## config.mk

```make
export PLATFORM = sky130hd
export DESIGN_NAME = cfir_lane
export DESIGN_NICKNAME = d
export VERILOG_FILES = /design/src/hdl/complex_fir_filter_macros.svh /design/src/hdl/cfir_pkg.sv /design/src/hdl/cfir_lane.sv
export SDC_FILE = /design/constraint.sdc
export NUM_CORES = 2
export LEC_CHECK = 0
export BUFFER_PORTS_ARGS = -buffer_cell sky130_fd_sc_hd__clkbuf_2
export CORE_MARGIN = 1.5
export CORE_UTILIZATION = 40
export DETAILED_ROUTE_END_ITERATION = 7
export GPL_ROUTABILITY_DRIVEN = 0
export MAX_ROUTING_LAYER = met4
export SYNTH_ARGS = -nofsm -noshare
export SYNTH_HDL_FRONTEND = slang
export SYNTH_SLANG_ARGS = --single-unit
```

## constraint.sdc

```tcl
create_clock -name clk -period 9.3 [get_ports clk]
set_input_delay 0.93 -clock clk [delete_from_list [all_inputs] [get_ports clk]]
set_output_delay 0.93 -clock clk [all_outputs]
set_load 0.02 [all_outputs]
```

## src/hdl/complex_fir_filter_macros.svh

```systemverilog
`ifndef COMPLEX_FIR_FILTER_MACROS_SVH
`define COMPLEX_FIR_FILTER_MACROS_SVH

// same-cycle implication
`define CFIR_ASSERT_NOW(lbl, ante, cons, msg) \
  lbl: assert property (@(posedge clk) disable iff (rst) (ante) |-> (cons)) \
    else $error(msg);

// next-cycle implication
`define CFIR_ASSERT_NEXT(lbl, ante, cons, msg) \
  lbl: assert property (@(posedge clk) disable iff (rst) (ante) |=> (cons)) \
    else $error(msg);

`endif

```

## src/hdl/cfir_pkg.sv

```systemverilog
package cfir_pkg;

  localparam int MAX_TAPS_DEF = 64;
  localparam int LANES        = 4;
  localparam int LANE_W       = $clog2(LANES);
  localparam int ACC_MAX_W    = 41;

  localparam logic [6:0]  TAP_COUNT_RST = 7'd64;
  localparam logic [15:0] SAT_POS       = 16'h7fff;
  localparam logic [15:0] SAT_NEG       = 16'h8000;

  localparam logic REQ_TAP    = 1'b0;
  localparam logic REQ_SAMPLE = 1'b1;

  typedef struct packed {
    logic clear;
    logic tap_we;
    logic hist_we;
    logic issue;
    logic en;
  } lane_ctl_t;

  function automatic logic [15:0] round_sat(input logic signed [ACC_MAX_W-1:0] a);
    logic             neg;
    logic [ACC_MAX_W:0] mag_in;
    logic [ACC_MAX_W:0] mag;
    logic [15:0]      r;
    neg    = a[ACC_MAX_W-1];
    mag_in = neg ? (~{a[ACC_MAX_W-1], a} + (ACC_MAX_W+1)'(1)) : {1'b0, a};
    mag    = (mag_in + (ACC_MAX_W+1)'(16384)) >> 15;
    if (!neg) begin
      r = (mag > (ACC_MAX_W+1)'(32767)) ? SAT_POS : mag[15:0];
    end else begin
      r = (mag > (ACC_MAX_W+1)'(32768)) ? SAT_NEG : (~mag[15:0] + 16'd1);
    end
    return r;
  endfunction

endpackage

```

## src/hdl/cfir_lane.sv

```systemverilog
module cfir_lane #(
  parameter int MAX_TAPS = cfir_pkg::MAX_TAPS_DEF,
  parameter int PTR_W    = 6,
  parameter int TB       = 16,
  parameter int TBW      = 4,
  parameter int ACC_W    = 39
) (
  input  logic                     clk,
  input  logic                     rst,
  input  cfir_pkg::lane_ctl_t      ctl,
  input  logic [TBW-1:0]           tap_waddr,
  input  logic signed [15:0]       tap_wdata,
  input  logic [TBW-1:0]           tap_raddr,
  input  logic [PTR_W-1:0]         hist_waddr,
  input  logic signed [15:0]       hist_wdata_i,
  input  logic signed [15:0]       hist_wdata_q,
  input  logic [PTR_W-1:0]         hist_raddr,
  output logic signed [ACC_W-1:0]  acc_i,
  output logic signed [ACC_W-1:0]  acc_q,
  output logic                     busy
);

  logic signed [15:0] tap_mem [TB];
  logic signed [15:0] hist_i  [MAX_TAPS];
  logic signed [15:0] hist_q  [MAX_TAPS];

  logic signed [15:0] tap_rd;
  logic signed [15:0] hi_rd;
  logic signed [15:0] hq_rd;
  logic signed [31:0] prod_i;
  logic signed [31:0] prod_q;
  logic               rd_v;
  logic               rd_en;
  logic               pr_v;

  always_ff @(posedge clk) begin
    if (ctl.tap_we) begin
      tap_mem[tap_waddr] <= tap_wdata;
    end
    if (ctl.hist_we) begin
      hist_i[hist_waddr] <= hist_wdata_i;
      hist_q[hist_waddr] <= hist_wdata_q;
    end
    tap_rd <= tap_mem[tap_raddr];
    hi_rd  <= hist_i[hist_raddr];
    hq_rd  <= hist_q[hist_raddr];
  end

  always_ff @(posedge clk) begin
    if (rst) begin
      rd_v  <= 1'b0;
      rd_en <= 1'b0;
      pr_v  <= 1'b0;
    end else begin
      rd_v  <= ctl.issue;
      rd_en <= ctl.en;
      pr_v  <= rd_v;
    end
  end

  always_ff @(posedge clk) begin
    if (rd_en) begin
      prod_i <= tap_rd * hi_rd;
      prod_q <= tap_rd * hq_rd;
    end else begin
      prod_i <= '0;
      prod_q <= '0;
    end
    if (ctl.clear) begin
      acc_i <= '0;
      acc_q <= '0;
    end else if (pr_v) begin
      acc_i <= acc_i + ACC_W'(prod_i);
      acc_q <= acc_q + ACC_W'(prod_q);
    end
  end

  assign busy = rd_v | pr_v;

endmodule

```

# Yosys cells after proc, flatten, opt, wreduce, memory -nomap -nowiden
# Memory sizes are Yosys's and may differ from the RTL's. A register that Yosys moved wholly into a read port is not among the register bits.
# Index checks and enable logic that the tools add are counted.
dict set report word_totals {
  regBits 145
  mem_count 3
  ramBits 2304
  elab_cells 19
  in_bits 75
}
dict set report op_classes {
  n_addsub 2
  n_mux 4
  multipliers 2
  bitwise 1
}
# name words width rd rd_ports_with_merged_regs wr line_no
set memory_table {}
lappend memory_table {hist_i 64 16 1 1 1 cfir_lane.sv:24} ;# logic signed [15:0] hist_i [MAX_TAPS];
lappend memory_table {hist_q 64 16 1 1 1 cfir_lane.sv:25} ;# logic signed [15:0] hist_q [MAX_TAPS];
lappend memory_table {tap_mem 16 16 1 1 1 cfir_lane.sv:23} ;# logic signed [15:0] tap_mem [TB];
# cell count
set op_table {}
lappend op_table {{$add 39x32->39} 2}
lappend op_table {{$mul 16x16->32} 2}
lappend op_table {{$mux 1} 4}
lappend op_table {{$or 1x1->1} 1}

# Depth between registers and ports, before layout
dict set report logic_depth {
  ltp_word 2
  ltp_mapped 24
  mapped_depth_nobuf 23
}

# Worst setup path after synthesis
# Ideal clock, no wire load.
dict set report synth_path {
  path_kind {register -> register}
  startpoint {register tap_rd[7] (read register of tap_mem)}
  endpoint {register prod_i[31]}
  path_slack_ps 3217
  synth_period_minus_slack_ps 6083
  arrival_time_ps 6012
  setup_time_ps 70
  stages_incl_launch_ff 25
  required_time_ps 9230
  cell_sequence {dfxtp_1 > clkbuf_1 > nand2_1 > fa_1 > inv_1 > fa_1 > inv_1 > fa_1 > inv_1 > fa_1 > fa_1 > inv_1 > fa_1 > inv_1 > ha_1 > a2111oi_2 > o21ai_1 > nand2_1 > o21ai_2 > a31o_1 > a22o_1 > o211ai_2 > a21oi_1 > or3_1 > a21oi_1}
}
dict set report synth_between {
  elab_chain_len 1
}
# item line_no
set synth_rtl {}
lappend synth_rtl {{from (decl)} cfir_lane.sv:27} ;# logic signed [15:0] tap_rd;
lappend synth_rtl {{$mul 16x16->32} cfir_lane.sv:63} ;# prod_i <= tap_rd * hi_rd;
lappend synth_rtl {{to (signal assigned)} cfir_lane.sv:63}
lappend synth_rtl {{to (decl)} cfir_lane.sv:30} ;# logic signed [31:0] prod_i;
# No other way between the ends.
# A chain may end at the register's enable or synchronous reset.

# Worst setup path in the final report
dict set report layout_path {
  startpoint {register tap_rd[6] (read register of tap_mem)}
  endpoint {register prod_q[30]}
}
dict set report layout_between {
  elab_chain_len 1
}
# item line_no
set layout_rtl {}
lappend layout_rtl {{$mul 16x16->32} cfir_lane.sv:64} ;# prod_q <= tap_rd * hq_rd;
lappend layout_rtl {{to (signal assigned)} cfir_lane.sv:64}
lappend layout_rtl {{to (decl)} cfir_lane.sv:31} ;# logic signed [31:0] prod_q;
# No other way between the ends.

==> impl_metrics.csv <==
group,metric,value,unit
clocking,clock_latency,0.87,ns
setup_path,reg2regPathDepth,23,
setup_path,worst_ep_required_time,9.99,ns
die,die_area,294000,um2
setup_path,rrSetupSlack,2.37,ns
route,ant_nets,0,
timing,min_period,6.93,ns
clocking,clk_pin_slew_worst_paths,0.06,ns
min_path,hp-class,"input port to flop",
route,drt_iter0_markers,5468,
run_status,outcome,"complete, no violations",
setup_path,startpoint_type,"flop",
die,die_y,543,um
clocking,ctsHoldBuffers,0,
setup_path,crit_path_frequent_cell,"fa_1",
timing,worst_slew_pin_slew,1.31,ns
global_routing,grt_pass1_vias,62781,
timing,fin_crit_sh,74.5,%
min_path,min_path_cells,2,
cells_and_area,utilization,45.4,%
global_routing,antenna_found_initial,19,
synth,synth_top_area_cell,"edfxtp_1",
cells_and_area,final_layout_size_suffix_gt1_share,21.7,%
synth,avgSynthCellArea,17.7,um2
clocking,numCtsBuffers,273,
setup_path,crit-reg2reg-launch,"tap_rd[6]$_DFF_P_",
global_routing,grt_overflow,0,
synth,async_flop_share,0,%
clocking,htreeDepth,5,
setup_path,endpoint_kind,"flop",
synth,synth-edff-count,2304,
timing,tns,0,ns
synth,ys_top_cells_by_area,"edfxtp_1, mux4_2, fa_1",
min_path,holdPathEnd,"pr_v$_SDFF_PP0_",
synth,yosysUniqueCellTypes,87,
clocking,post_cts_buffers,0,
synth,synthCells,6573,
setup_path,worstPathCellList,"buf_4 -> and2_1 -> fa_1 -> inv_1 -> fa_1 -> fa_1 -> inv_1 -> fa_1 -> fa_1 -> inv_1 -> fa_1 -> inv_1 -> ha_1 -> a21oi_1 -> o21ai_0 -> a311o_1 -> a221o_1 -> a21o_1 -> a211oi_1 -> nor3_1 -> a31oi_1 -> xor2_1 -> nor2_1",
route,wl_per_cell,25.8,um
synth,synth_warnings,0,
route,drt_first_pass_iters,6,
setup_path,crit_fanout,17,
die,io_pins,154,
cells_and_area,fin_area,131000,um2
timing,hold_viol,0,
clocking,postCtsResizedCells,0,
route,post-route-drc-count,0,
synth,synthesis.nets,7414,
timing,rsz0062_at_grt,"no",
global_routing,grt_pass1_wl,418000,um
setup_path,r2r-end,"prod_q[30]$_SDFF_PN0_",
route,drt-total-wl,282000,um
cells_and_area,areaGrowthSynthToFinish,12.6,%
place,dp_slack,2.35,ns
global_routing,grt_max_degree,141,
setup_path,slowest_stage,"dfxtp_1",
cells_and_area,final_nets,7671,
synth,synth_ff_type,"edfxtp_1",
timing,finalWorstSetupSlack,2.37,ns
timing,fmax,0.144,GHz
setup_path,crit_arrival,7.62,ns
place,hpwlAfterDp,167000,um
setup_path,crit_family,"adder cells",
place,placed_area,122000,um2
timing,skew,0.102,ns
timing,final_max_slew_viol_count,0,
clocking,cts_tree,"done",
die,num_rows,197,
clocking,cts.path.max_buffers,4,
die,core,289000,um2
timing,slew_headroom,12.5,%
timing,setup_violations,0,
global_routing,grt_util_all_layers,19.8,%
place,io_buffer_count,153,
synth,netlist_area,116000,um2
synth,synth_seq_cells,2497,
setup_path,critPathKind,"flop to flop",
die,die_w,543,um
route,vias,59584,
route,drt-vias-per-instance,5.45,
die,start_util,40.3,%
clocking,cts.sinks,2497,
cells_and_area,nFillCells,24896,
job,maxCapViolations,0,
synth,ys_seq_area_share,62.7,%
min_path,min_from,"rst",
setup_path,cpPeakStageDelay,0.76,ns
setup_path,crit_buf_inv,5,
clocking,cts_root_buf,"clkbuf_16",
synth,synth_top_area_share,59.4,%
## per-layer routing
metal  global-route usage, %  up-vias  wire length, um
li1                        -    25386                -
met1                    26.9    31981           122000
met2                    32.0     1840           139000
met3                    2.63      377            16600
met4                    4.16        0             5320
met5                       -        -                0
## cell type report
cell class	instances	area (um2)	share of cell area (%)
flip-flops and latches	2497	73100	55.7
multi-input cells	3176	40400	30.8
clock buffers	331	7160	5.46
well taps	3880	4850	3.70
inverters	596	2240	1.71
repair buffers	286	1900	1.44
clock inverters	156	1530	1.16
diodes	10	25.0	0.0191
## worst max path at each step
stage          slack (ns)  depth (start not counted)               endpoint          startpoint
2_1_floorplan        3.22                         24  prod_i[31]$_SDFF_PN0_   tap_rd[7]$_DFF_P_
3_3_place_gp         2.49                         23  prod_q[30]$_SDFF_PN0_   tap_rd[4]$_DFF_P_
3_5_place_dp         2.35                         21  prod_q[30]$_SDFF_PN0_  tap_rd[11]$_DFF_P_
4_1_cts              2.37                         24  prod_i[31]$_SDFF_PN0_   tap_rd[5]$_DFF_P_
5_1_grt              1.95                         22  prod_q[31]$_SDFF_PN0_  tap_rd[15]$_DFF_P_
6_report             2.37                         23  prod_q[30]$_SDFF_PN0_   tap_rd[6]$_DFF_P_
## cells by family (layout without fill, tap and decap cells)
logic type      after synthesis  count (layout)  synth area share (%)
flops                      2497            2497                  62.7
simple gates               1084            1084                  4.52
buf+inv                     900            1369                  2.98
mux                         798             798                  14.8
fa+ha+maj                   766             766                  11.6
compound gates              407             407                  2.41
xor+xnor                    121             121                 0.910
other cells                   0              10                     0
## cell usage in the layout (no fill, tap or decap), drive strengths merged, types with 73 or more instances in the layout
master / count
ha: 240
mux4: 743
dfxtp: 193
and2: 263
nand2: 324
clkbuf: 479
a21oi: 122
inv: 614
fa: 526
clkinv: 108
buf: 138
edfxtp: 2304
nor2: 270
xnor2: 73
## stage by stage
stage | std cells | hold WS (ns)
6_report | 10932 | 0.325
5_1_grt | 10930 | 0.292
4_1_cts | 10922 | 0.264
3_5_place_dp | 10435 | 0.449
3_3_place_gp | 10435 | 0.451
2_1_floorplan | 6573 | 0.429
## cell usage after synthesis, types with 9 or more instances
library cell     n
o21a_1          19
buf_2           58
ha_1           240
nand4_1         17
o211ai_1        11
buf_1           23
a31o_2           9
xor2_1          48
edfxtp_1      2304
nand2b_1        28
nand3_1         46
nor3_1          40
mux2i_1         45
nor2b_1         26
dfxtp_1        193
fa_1           526
nand2_1        324
a21o_1          54
mux2_2          10
o21ai_0         58
or3_1           12
inv_1          595
a211oi_1        19
a31oi_1         13
nor2_1         269
and2_1         263
clkbuf_1       220
xnor2_1         73
a21oi_1        119
o21bai_1        18
and3_1          18
and4_1          10
mux4_2         743
## flip-flops by register name (all words and copies together), names as in the netlist
| name | cells |
|---|---|
| acc_i | 39 |
| hq_rd | 16 |
| prod_q | 32 |
| pr_v | 1 |
| hist_i | 1024 |
| prod_i | 32 |
| hi_rd | 16 |
| acc_q | 39 |
| tap_rd | 16 |
| tap_mem | 256 |
| rd_en | 1 |
| rd_v | 1 |
| hist_q | 1024 |
Power is not shown: default switching activity piles up to over one toggle a cycle in this logic, so the estimate is an artifact.
