<file path="src/hdl/complex_fir_filter_macros.svh">
`ifndef COMPLEX_FIR_FILTER_MACROS_SVH
`define COMPLEX_FIR_FILTER_MACROS_SVH

// same-cycle implication
`define CFIR_ASSERT_NOW(lbl, ante, cons, msg) \
  lbl: assert property (@(posedge clk) disable iff (rst) (ante) |-> (cons)) \
    else $error(msg);

// next-cycle implication
`define CFIR_ASSERT_NEXT(lbl, ante, cons, msg) \
  lbl: assert property (@(posedge clk) disable iff (rst) (ante) |=> (cons)) \
    else $error(msg);

`endif

</file>
<file path="src/hdl/cfir_pkg.sv">
package cfir_pkg;

  localparam int MAX_TAPS_DEF = 64;
  localparam int LANES        = 4;
  localparam int LANE_W       = $clog2(LANES);
  localparam int ACC_MAX_W    = 41;

  localparam logic [6:0]  TAP_COUNT_RST = 7'd64;
  localparam logic [15:0] SAT_POS       = 16'h7fff;
  localparam logic [15:0] SAT_NEG       = 16'h8000;

  localparam logic REQ_TAP    = 1'b0;
  localparam logic REQ_SAMPLE = 1'b1;

  typedef struct packed {
    logic clear;
    logic tap_we;
    logic hist_we;
    logic issue;
    logic en;
  } lane_ctl_t;

  function automatic logic [15:0] round_sat(input logic signed [ACC_MAX_W-1:0] a);
    logic             neg;
    logic [ACC_MAX_W:0] mag_in;
    logic [ACC_MAX_W:0] mag;
    logic [15:0]      r;
    neg    = a[ACC_MAX_W-1];
    mag_in = neg ? (~{a[ACC_MAX_W-1], a} + (ACC_MAX_W+1)'(1)) : {1'b0, a};
    mag    = (mag_in + (ACC_MAX_W+1)'(16384)) >> 15;
    if (!neg) begin
      r = (mag > (ACC_MAX_W+1)'(32767)) ? SAT_POS : mag[15:0];
    end else begin
      r = (mag > (ACC_MAX_W+1)'(32768)) ? SAT_NEG : (~mag[15:0] + 16'd1);
    end
    return r;
  endfunction

endpackage

</file>
<file path="src/hdl/cfir_merge.sv">
module cfir_merge #(
  parameter int ACC_W = 39
) (
  input  logic                    clk,
  input  logic                    sum_en,
  input  logic signed [ACC_W-1:0] acc_i [cfir_pkg::LANES],
  input  logic signed [ACC_W-1:0] acc_q [cfir_pkg::LANES],
  output logic [15:0]             res_i,
  output logic [15:0]             res_q
);

  logic signed [ACC_W-1:0] tot_i;
  logic signed [ACC_W-1:0] tot_q;
  logic signed [ACC_W-1:0] sum_i;
  logic signed [ACC_W-1:0] sum_q;

  always_comb begin
    tot_i = '0;
    tot_q = '0;
    for (int l = 0; l < cfir_pkg::LANES; l++) begin
      tot_i = tot_i + acc_i[l];
      tot_q = tot_q + acc_q[l];
    end
  end

  always_ff @(posedge clk) begin
    if (sum_en) begin
      sum_i <= tot_i;
      sum_q <= tot_q;
    end
  end

  assign res_i = cfir_pkg::round_sat(cfir_pkg::ACC_MAX_W'(sum_i));
  assign res_q = cfir_pkg::round_sat(cfir_pkg::ACC_MAX_W'(sum_q));

endmodule

</file>
<file path="config.mk">
export PLATFORM = sky130hd
export DESIGN_NAME = cfir_merge
export DESIGN_NICKNAME = d
export VERILOG_FILES = /design/src/hdl/complex_fir_filter_macros.svh /design/src/hdl/cfir_pkg.sv /design/src/hdl/cfir_merge.sv
export SDC_FILE = /design/constraint.sdc
export NUM_CORES = 1
export LEC_CHECK = 0
export ABC_AREA = 0
export BUFFER_PORTS_ARGS = -buffer_cell sky130_fd_sc_hd__buf_2
export CAP_MARGIN = 20
export CORE_UTILIZATION = 56
export DETAILED_ROUTE_END_ITERATION = 6
export MAX_ROUTING_LAYER = met4
export PLACE_DENSITY_LB_ADDON = 0.05
export SLEW_MARGIN = 20
export SYNTH_ARGS = -nofsm -noshare
export SYNTH_HDL_FRONTEND = slang
export SYNTH_SLANG_ARGS = --single-unit
</file>
<file path="constraint.sdc">
create_clock -name clk -period 6.38 [get_ports clk]
set_input_delay 0.957 -clock clk [delete_from_list [all_inputs] [get_ports clk]]
set_output_delay 0.957 -clock clk [all_outputs]
set_load 0.01 [all_outputs]
</file>
* Yosys cells after proc, flatten, opt, wreduce, memory -nomap -nowiden
Cells that the tools add are included.
Word-level totals: register bits 78, bits in latches 0, bits in writable memories 0, memory bits (read-only) 0, input bits 314, output and inout bits 32, logic and storage cells 30, memories kept 0
Operators by class: add/sub/neg operators 12, $mul 0, divide/modulo/power cells 0, magnitude comparators 4, eq/ne operators 0, shift operators 0, muxes and demuxes 8, bitwise logic cells 4, reductions and logical operators 0
Operators with widths (number):
- $add 39x39->39 | 6
- $mux 16 | 6
- $add 42x1->42 const B | 2
- $add 42x15->42 const B | 2
- $mux 42 | 2
- $not 42->42 | 2
- $gt 27x15->1 const B | 2
- $gt 27x16->1 const B | 2
- $add 16x1->16 const B | 2
- $not 16->16 | 2

* Logic depth before layout (Yosys ltp)
Gate-level depths: netlist of run 1.
depth in word-level cells 8, mapped depth 20, depth with buffers taken out 16

* Worst setup path before layout of run 1
OpenSTA, ideal clock, no wires.
path type reg2out, start point register sum_q[38], end point output port res_q[7], arrival time 4.834 ns, required time 5.423 ns, path slack 0.589 ns, cell stages (with the launch flop) 18, buffers on the path 5, path through edfxtp_1 clkbuf_1 clkbuf_1 clkbuf_1 buf_1 clkbuf_1 o21ai_0 xnor2_1 ha_1 inv_1 xnor3_1 ha_1 or4_1 nor4_1 nand4_1 nor4_2 nor4_1 a2111oi_2
On the way: word-level cells in the longest chain between the ends 7, elaborated cells between the ends (all ways) 11, those cells by class 3 x add/sub; 2 x order compare; 4 x mux; 2 x bitwise
Ends and longest elaborated chain:
- from (decl) | line cfir_merge.sv:15 | logic signed [ACC_W-1:0] sum_q;
- from (signal assigned) | line cfir_merge.sv:29 | sum_q <= tot_q;
- $not 42->42 | line cfir_pkg.sv:29 | mag_in = neg ? (~{a[ACC_MAX_W-1], a} + (ACC_MAX_W+1)'(1)) : {1'b0, a};
- $add 42x1->42 | line cfir_pkg.sv:29
- $mux 42 | line cfir_pkg.sv:29
- $add 42x15->42 | line cfir_pkg.sv:30 | mag = (mag_in + (ACC_MAX_W+1)'(16384)) >> 15;
- $gt 27x15->1 / $gt 27x16->1 (equally long branches) | line cfir_pkg.sv:32, cfir_pkg.sv:34
- $mux 16 (on tied branches) | line cfir_pkg.sv:32, cfir_pkg.sv:34
- $mux 16 (*) | line cfir_pkg.sv:31 | if (!neg) begin
- to (decl) | line cfir_merge.sv:9 | output logic [15:0] res_q
Mark *: on every way between the ends. The rest lies on a longest branch, timed or not.

* Worst setup path in the final report of run 1
start point register sum_q[13], end point output port res_q[7]
On the way: word-level cells in the longest chain between the ends 8, elaborated cells between the ends (all ways) 11, those cells by class 3 x add/sub; 2 x order compare; 4 x mux; 2 x bitwise
Ends and longest elaborated chain:
- $not 42->42 | line cfir_pkg.sv:29
- $add 42x1->42 | line cfir_pkg.sv:29
- $mux 42 (*) | line cfir_pkg.sv:29
- $add 42x15->42 (*) | line cfir_pkg.sv:30
- $not 16->16 | line cfir_pkg.sv:34 | r = (mag > (ACC_MAX_W+1)'(32768)) ? SAT_NEG : (~mag[15:0] + 16'd1);
- $add 16x1->16 | line cfir_pkg.sv:34
- $mux 16 | line cfir_pkg.sv:34
- $mux 16 (*) | line cfir_pkg.sv:31
Marked as above.

==> flow_summary_export.csv, run 1 <==
group,metric,value,unit
outcome,run_status,"finished, final reports clean",
synth,synthSimpleGateAreaFrac,19.4,%
synth,synth_xor_area_share,8.32,%
setup_path,cp.required,5.42,ns
synth,syn-cell-area,13900,µm²
sta,tightest_slew,0.976,ns
detailed_routing,vias,12557,
detailed_routing,wl,34.5,mm
detailed_routing,antenna_left,0,
floorplan,dieArea,25500,µm²
global_route,grt_usage,28.2,%
clock_network,clk_pin_slew_worst_paths,0.06,ns
synth,synth_fp_nets,2007,
global_route,antenna_found_initial,0,
global_route,grt_max_degree,79,
setup_path,crit_type,"flop to primary output",
place,placed_area,15900,µm²
global_route,overflow,0,
clock_network,cts-root-buf,"clkbuf_16",
sta,drv_slew,0,
detailed_routing,drtIter0Drc,913,
detailed_routing,route.met3.wl,1.44,mm
synth,ys_seq_area_share,16.8,%
floorplan,start_util,57.1,%
sta,post-route-period-util,95.0,%
cells_and_area,area_delta_synth_final,16.2,%
detailed_routing,top_layer,"met4",
detailed_routing,first_pass_iters,5,
synth,synth-adder-area-share,29.2,%
synth,synthArstFlopShare,0,%
clock_network,postCtsHoldBufs,0,
synth,ys_types,101,
global_route,grt_pass1_wl,57.7,mm
setup_path,endpoint_kind,"primary output",
detailed_routing,routed-wl-met2,17.6,mm
cells_and_area,fill_cells,2040,
synth,avgSynthCellArea,9.55,µm²
sta,setup_viol,0,
clock_network,post-cts-setup-buffer-count,0,
sta,min_period,6.06,ns
detailed_routing,met1_length,14.7,mm
power,p_per_area,424,nW/µm²
synth,synth_top_family_by_area,"adder cells",
sta,fmaxAchievable,165,MHz
place,pre_cts_slack,0.644,ns
detailed_routing,avgViaCountPerCell,5.99,
setup_path,critPathArrivalTime,5.10,ns
floorplan,die_w,160,µm
floorplan,fp.dieH,160,µm
synth,synth-edff-count,78,
cells_and_area,diodes,0,
clock_network,cts_buffers,9,
hold_path,hold_path_class,"input port to flop",
cells_and_area,drive_above_1_share,25.4,%
setup_path,start_kind,"flop",
cells_and_area,fin_area,16200,µm²
synth,synthCells,1459,
sta,grt_setup_unrepaired,"false",
power,max-vdd-ir-drop,0.354,mV
power,p_leak,0.00669,µW
setup_path,cp_max_fo,27,
synth,ys.flop_type,"edfxtp_1",
clock_network,post_cts_resized,0,
clock_network,cts_tree,"yes",
sta,final_hold_viol_count,0,
sta,setup_tns,0,ns
place,place.gp.congestion,0.940,
detailed_routing,wl_per_cell,16.4,µm
cells_and_area,final_common_cell,"buf_2",
synth,ys_ff_latch,78,
sta,fin_ws,0.321,ns
place,portBuffers,345,
clock_network,clk_path_buf_depth,2,
floorplan,pin_count,346,
global_route,grt_pass1_vias,12352,
place,dp_hpwl,28.9,mm
clock_network,clkSinkCount,78,
cells_and_area,nNetsFinal,2316,
floorplan,placement_rows,57,
flow_run,maxCapViolations,0,
floorplan,coreArea,24400,µm²
synth,synth-compound-area-share,21.9,%
detailed_routing,drc_errors,0,
synth,ys_warn_count,0,
synth,synthMuxAreaShare,1.31,%
sta,slew_headroom,34.9,%
clock_network,cts_max_level,3,
cells_and_area,mostFrequentLayoutCells,"buf_2, fa_1, nand2_1, a21oi_1, nor2_1",
-- layer usage --
| layer | track usage, % | vias to the layer above |
|---|---|---|
| li1 | - | 6106 |
| met2 | 49.4 | 371 |
| met1 | 34.5 | 6019 |
| met4 | 8.70 | 0 |
| met5 | - | - |
| met3 | 2.26 | 61 |
-- where the power goes --
group | switching [µW] | internal, µW
Sequential | 426 | 964
Combinational | 2900 | 2060
Clock | 214 | 306
Total | 3540 | 3330
-- cells in the mapped netlist (13+ instances only) --
library cell / n / area share (%)
nor2b_1: 22 / 0.99
a21o_1: 37 / 2.0
o21a_1: 14 / 0.75
xnor2_1: 82 / 5.2
fa_1: 152 / 22
clkbuf_1: 34 / 0.92
ha_1: 82 / 7.4
a21oi_1: 93 / 3.3
a31oi_1: 20 / 0.90
o31ai_1: 13 / 0.70
nor4_1: 18 / 0.81
nor3_1: 37 / 1.3
edfxtp_1: 78 / 17
o21ai_0: 69 / 2.5
nand3_1: 46 / 1.7
nand4_1: 13 / 0.58
xor2_1: 46 / 2.9
nor2_1: 83 / 2.2
o211ai_1: 14 / 0.75
and3_1: 31 / 1.4
nand2b_1: 17 / 0.76
or3_1: 14 / 0.63
inv_1: 46 / 1.2
nand2_1: 97 / 2.6
a211oi_1: 17 / 0.92
mux2i_1: 16 / 1.1
-- worst max-delay path, stage by stage (launching register included) --
cell       delay (ns)
edfxtp_1         0.37
nor4_2           0.35
nand4_2          0.13
buf_4            0.25
o21ai_0          0.22
xnor2_1          0.15
ha_1             0.27
inv_1            0.11
xnor3_1          0.43
ha_1             0.21
or4_1            0.51
nor4_1           0.19
nand4_1          0.14
nor4_2           0.51
nor4_1           0.11
a2111oi_2        0.56
buf_2            0.23
-- metrics by stage --
| step | power, µW | util, % | hold slack, ns | cells |
|---|---|---|---|---|
| 6_report | 6870 | 66.4 | 0.925 | 2097 |
| 5_1_grt | 7510 | 66.4 | 0.934 | 2097 |
| 4_1_cts | 6820 | 66.4 | 0.929 | 2097 |
| 3_5_place_dp | 6280 | 65.1 | 1.29 | 2081 |
| 3_3_place_gp | 6170 | 65.1 | 1.28 | 2081 |
| 2_1_floorplan | 5040 | - | 1.07 | 1459 |
-- path summary, 6_finish.rpt --
path / startpoint / endpoint / slack, ns / cells after the start
hold / removal: acc_i[117] / sum_i[0] / 0.93 / 2
setup / recovery: sum_q[13] / res_q[7] / 0.32 / 16
-- state kept, by name, summed over array words and instances, names as in the netlist --
name,cells
sum_i,39
sum_q,39
-- cell type report --
type	count	area (µm²)	share of cell area, %
Multi-Input combinational cell	1279	11200	69.0
Sequential cell	78	2340	14.5
Timing Repair Buffer	354	1800	11.1
Tap cell	324	405	2.50
Clock buffer	10	229	1.41
Inverter	46	173	1.07
Clock inverter	6	70.1	0.432
-- kinds of logic after synthesis --
logic type	after synthesis
compound gates	423
mux	18
simple gates	474
fa+ha+maj	234
flops	78
xor+xnor	130
buf+inv	102
Note: power is estimated with default switching activity, not from simulation.
==> inputs of run 2 (changes only) <==
--- a/config.mk
+++ b/config.mk
@@ -8,11 +8,12 @@
 export ABC_AREA = 0
 export BUFFER_PORTS_ARGS = -buffer_cell sky130_fd_sc_hd__buf_2
 export CAP_MARGIN = 20
-export CORE_UTILIZATION = 56
+export CORE_ASPECT_RATIO = 1.2
+export CORE_UTILIZATION = 61
 export DETAILED_ROUTE_END_ITERATION = 6
 export MAX_ROUTING_LAYER = met4
 export PLACE_DENSITY_LB_ADDON = 0.05
-export SLEW_MARGIN = 20
+export SLEW_MARGIN = 40
 export SYNTH_ARGS = -nofsm -noshare
 export SYNTH_HDL_FRONTEND = slang
 export SYNTH_SLANG_ARGS = --single-unit
==> constraint.sdc (replaced) <==
create_clock -name clk -period 7.2 [get_ports clk]
set_input_delay 1.08 -clock clk [delete_from_list [all_inputs] [get_ports clk]]
set_output_delay 1.08 -clock clk [all_outputs]
set_load 0.01 [all_outputs]
==> flow_summary_export.csv, run 2 (synthesis results as in run 1) <==
group,metric,value,unit
outcome,run_status,"finished, final reports clean",
setup_path,cp_max_fo,27,
power,p_leak,0.00669,µW
cells_and_area,top_regs,"sum_i (39), sum_q (39)",
sta,final_hold_viol_count,0,
global_route,grt_pass1_wl,57.3,mm
global_route,grt_pass1_vias,12473,
setup_path,endpoint_kind,"primary output",
cells_and_area,final_util,71.9,%
cells_and_area,drive_above_1_share,25.3,%
flow_run,maxCapViolations,0,
cells_and_area,nNetsFinal,2313,
floorplan,coreArea,22400,µm²
setup_path,start_kind,"flop",
hold_path,hold_path_class,"input port to flop",
detailed_routing,wl_per_cell,16.9,µm
detailed_routing,drc_errors,0,
setup_path,crit_type,"flop to primary output",
sta,tightest_slew,0.855,ns
sta,slew_headroom,42.8,%
global_route,grt_max_degree,79,
clock_network,clk_path_buf_depth,2,
setup_path,cp-startpoint,"sum_q[13]",
detailed_routing,top_layer,"met4",
clock_network,cts_buffers,9,
setup_path,cp.required,6.12,ns
cells_and_area,area_delta_synth_final,15.8,%
cells_and_area,mostFrequentLayoutCells,"buf_2, fa_1, nand2_1, a21oi_1, nor2_1",
hold_path,worstHoldStart,"acc_i[117]",
sta,fmaxAchievable,157,MHz
sta,setup_tns,0,ns
sta,drv_slew,0,
sta,post-route-period-util,88.6,%
global_route,grt_usage,30.7,%
detailed_routing,met1_length,13.9,mm
clock_network,cts-root-buf,"clkbuf_16",
sta,grt_setup_unrepaired,"false",
clock_network,clkSinkCount,78,
detailed_routing,avgViaCountPerCell,6.20,
detailed_routing,route.met3.wl,1.62,mm
detailed_routing,wl,34.6,mm
floorplan,pin_count,346,
power,max-vdd-ir-drop,0.198,mV
power,p_per_area,380,nW/µm²
floorplan,die_w,140,µm
place,place.gp.congestion,0.959,
setup_path,critPathArrivalTime,5.30,ns
clock_network,clk_pin_slew_worst_paths,0.07,ns
detailed_routing,antenna_left,0,
global_route,antenna_found_initial,0,
detailed_routing,vias,12709,
place,dp_hpwl,28.7,mm
clock_network,postCtsHoldBufs,0,
clock_network,cts_max_level,3,
detailed_routing,routed-wl-met2,18.1,mm
global_route,overflow,0,
clock_network,post_cts_resized,0,
floorplan,start_util,62.1,%
clock_network,cts_tree,"yes",
floorplan,fp.dieH,168,µm
floorplan,dieArea,23500,µm²
sta,min_period,6.38,ns
cells_and_area,final_common_cell,"buf_2",
place,portBuffers,345,
clock_network,post-cts-setup-buffer-count,0,
detailed_routing,drtIter0Drc,771,
floorplan,placement_rows,60,
detailed_routing,first_pass_iters,7,
sta,setup_viol,0,
==> run 2: layer usage <==
| layer | GRT usage (%) | up-vias |
|---|---|---|
| met5 | - | - |
| li1 | - | 6089 |
| met4 | 10.4 | 0 |
| met3 | 3.75 | 68 |
| met1 | 35.6 | 6128 |
| met2 | 54.9 | 424 |
==> run 2: layout make-up <==
cell class | count | area [µm²]
Multi-Input combinational cell | 1279 | 11200
Fill cell | 1751 | 6300
Sequential cell | 78 | 2340
Timing Repair Buffer | 351 | 1780
Tap cell | 279 | 349
Clock buffer | 10 | 229
Inverter | 46 | 173
Clock inverter | 6 | 93.8
Antenna cell | 1 | 2.50
==> run 2: path summary, 6_finish.rpt <==
check                 endpoint  cells past startpoint  slack (ns)
worst min-delay path  sum_i[0]                      2        1.02
worst max-delay path  res_q[7]                     16        0.82
==> run 2: through the flow <==
stage	total power, µW	area [µm²]	hold WS [ns]	instances	setup slack (ns)
after floorplan	4470	13900	1.19	1459	1.29
after global placement	5450	15800	1.40	2033	1.32
after detailed placement	5560	15800	1.39	2033	1.26
after CTS	6080	16100	1.02	2049	0.863
after global routing	6660	16100	1.04	2049	0.476
final	6130	16100	1.02	2050	0.821
==> run 2: where the power goes <==
group          total [µW]  leakage, µW  internal [µW]  switching [µW]
sequential           1210     0.000764            854             355
clock                 502     0.000153            306             196
combinational        4420      0.00578           1830            2590
==> run 2: worst max-delay path: stages, from the launching register on <==
cell and delay, ns:
edfxtp_1 0.39, nor4_2 0.38, nand4_2 0.13, buf_4 0.24, o21ai_0 0.22, xnor2_1 0.15
ha_1 0.28, nand2_1 0.13, o21ai_2 0.32, nand2_1 0.21, or3_1 0.41, a311oi_1 0.52
nand4_1 0.25, a211oi_4 0.53, nor2_2 0.17, a2111oi_2 0.40, buf_2 0.22
==> inputs of run 3 (changes only) <==
--- a/config.mk
+++ b/config.mk
@@ -5,7 +5,7 @@
 export SDC_FILE = /design/constraint.sdc
 export NUM_CORES = 1
 export LEC_CHECK = 0
-export ABC_AREA = 0
+export ABC_AREA = 1
 export BUFFER_PORTS_ARGS = -buffer_cell sky130_fd_sc_hd__buf_2
 export CAP_MARGIN = 20
 export CORE_ASPECT_RATIO = 1.2
==> flow_summary_export.csv, run 3 <==
group,metric,value,unit
global_route,overflow,0,
clock_network,clk_path_buf_depth,2,
synth,synthArstFlopShare,0,%
setup_path,cp.required,6.12,ns
setup_path,critical-path-top-delay-family,"simple AND/OR/NAND/NOR gates",
cells_and_area,drive_above_1_share,20.5,%
detailed_routing,drc_errors,0,
floorplan,die_w,145,µm
detailed_routing,wl_per_cell,15.0,µm
clock_network,clkSinkCount,78,
place,portBuffers,345,
clock_network,post-cts-setup-buffer-count,0,
cells_and_area,instances_no_fill,2731,
place,dp_cells,2713,
detailed_routing,avgViaCountPerCell,5.48,
outcome,run_status,"finished, final reports clean",
place,placed_area,17000,µm²
setup_path,slowest_stage,"clkinv_1",
sta,drv_slew,0,
cells_and_area,top_regs,"sum_i (39), sum_q (39)",
sta,setup_tns,0,ns
power,p_leak,0.00826,µW
sta,post-route-period-util,72.6,%
global_route,grt_usage,34.2,%
place,place.gp.congestion,0.945,
synth,syn-cell-area,15000,µm²
cells_and_area,final_common_cell,"nand2_1",
clock_network,cts_buffers,9,
power,max-vdd-ir-drop,0.153,mV
detailed_routing,drtIter0Drc,1014,
setup_path,cp_max_fo,56,
global_route,grt_max_degree,73,
clock_network,postCtsHoldBufs,0,
cells_and_area,fill_cells,1985,
synth,synth_common_cells,"nand2_1, nor2_1, inv_1",
detailed_routing,vias,14967,
synth,synth_most_common_cell,"nand2_1",
sta,holdWs,1.01,ns
setup_path,start_kind,"flop",
sta,setup_viol,0,
setup_path,crit_top_cell,"nand2_1",
sta,slew_headroom,53.7,%
detailed_routing,wl,40.9,mm
synth,ys_seq_area_share,15.7,%
flow_run,maxCapViolations,0,
clock_network,post_cts_resized,0,
place,dp_hpwl,35.1,mm
global_route,antenna_found_initial,2,
floorplan,dieArea,25200,µm²
sta,fmaxAchievable,191,MHz
sta,tightest_slew,0.695,ns
global_route,grt_pass1_wl,68.1,mm
synth,synth-edff-count,78,
clock_network,clk_pin_slew_worst_paths,0.06,ns
synth,ys_ff_latch,78,
synth,ys_types,50,
synth,avgSynthCellArea,7.24,µm²
clock_network,cts_tree,"yes",
floorplan,start_util,62.2,%
synth,synth_top_area_share,20.3,%
floorplan,coreArea,24000,µm²
setup_path,critPathArrivalTime,4.15,ns
sta,final_hold_viol_count,0,
sta,grt_setup_unrepaired,"false",
synth,yosys-top-cells-area,"fa_1, edfxtp_1, nand2_1",
global_route,grt_pass1_vias,14870,
cells_and_area,nNetsFinal,2952,
cells_and_area,mostFrequentLayoutCells,"nand2_1, buf_2, nor2_1, inv_1, nand3_1",
synth,ys.flop_type,"edfxtp_1",
cells_and_area,fin_area,17300,µm²
floorplan,placement_rows,62,
sta,min_period,5.23,ns
clock_network,cts-root-buf,"clkbuf_16",
setup_path,endpoint_kind,"primary output",
floorplan,pin_count,346,
cells_and_area,area_delta_synth_final,15.6,%
setup_path,worstPathCellList,"buf_4 > clkinv_1 > nor2_1 > nand2_1 > nand2_1 > nand2_1 > nor2_1 > nand2_1 > nor2_2 > nand3_1 > a21oi_1 > nand2_1 > nor2_4 > nand3_1 > nand2_1 > nand2_1 > buf_2",
setup_path,crit_type,"flop to primary output",
synth,synthCells,2066,
setup_path,crit_path_max_incr_delay,0.65,ns
hold_path,hold_path_class,"input port to flop",
power,p_per_area,367,nW/µm²
setup_path,path_buf_inv,3,
detailed_routing,first_pass_iters,6,
synth,yosysTopAreaCell,"fa_1",
floorplan,fp.dieH,174,µm
detailed_routing,antenna_left,0,
synth,ys_warn_count,0,
clock_network,cts_max_level,3,
synth,synth_fp_nets,2614,
## run 3: cell count changes after synthesis, moves of 35 or more
cell	previous run	this run
nand3_1	46	169
nand2_1	97	624
nor2_1	83	227
a21o_1	37	2
xnor2_1	82	34
nand4_1	13	54
inv_1	46	197
## run 3: per-stage QoR
| stage | utilization (%) | setup slack (ns) | power [µW] |
|---|---|---|---|
| 2_1_floorplan | - | 2.56 | 4620 |
| 3_3_place_gp | 70.6 | 2.28 | 5640 |
| 3_5_place_dp | 70.6 | 2.23 | 5780 |
| 4_1_cts | 71.9 | 2.02 | 6290 |
| 5_1_grt | 72.0 | 1.54 | 7000 |
| 6_report | 72.0 | 1.97 | 6350 |
## run 3: final timing paths
kind,from,endpoint,slack (ns),depth (start not counted)
worst min-delay path,sum_en,sum_i[36],1.01,1
worst max-delay path,sum_q[38],res_q[6],1.97,17
## run 3: cell families after synthesis
group                    share of synthesized area [%]
XOR/XNOR                                          5.91
AND/OR/NAND/NOR                                   37.9
flip-flops                                        15.7
adder cells (fa/ha/maj)                           27.2
buffers and inverters                             6.35
AO/OA/AOI/OAI                                     6.97
## run 3: routing by layer
metal | GRT usage, % | vias to the layer above | routed length, µm
met5 | - | - | 0
met1 | 40.8 | 6907 | 17000
li1 | - | 7418 | -
met3 | 3.29 | 76 | 2090
met2 | 60.0 | 566 | 20600
met4 | 12.0 | 0 | 1230
## run 3: cell type report
type / instances / area (µm²) / area share (%)
Multi-Input combinational cell: 1754 / 11700 / 67.5
Sequential cell: 78 / 2340 / 13.5
Timing Repair Buffer: 349 / 1760 / 10.2
Inverter: 212 / 798 / 4.61
Tap cell: 320 / 400 / 2.31
Clock buffer: 10 / 229 / 1.32
Clock inverter: 6 / 93.8 / 0.542
Antenna cell: 2 / 5.00 / 0.0289
## run 3: power by group
part	switching, µW	internal, µW
Combinational	3170	1610
Sequential	205	861
Clock	190	306
Total	3570	2780
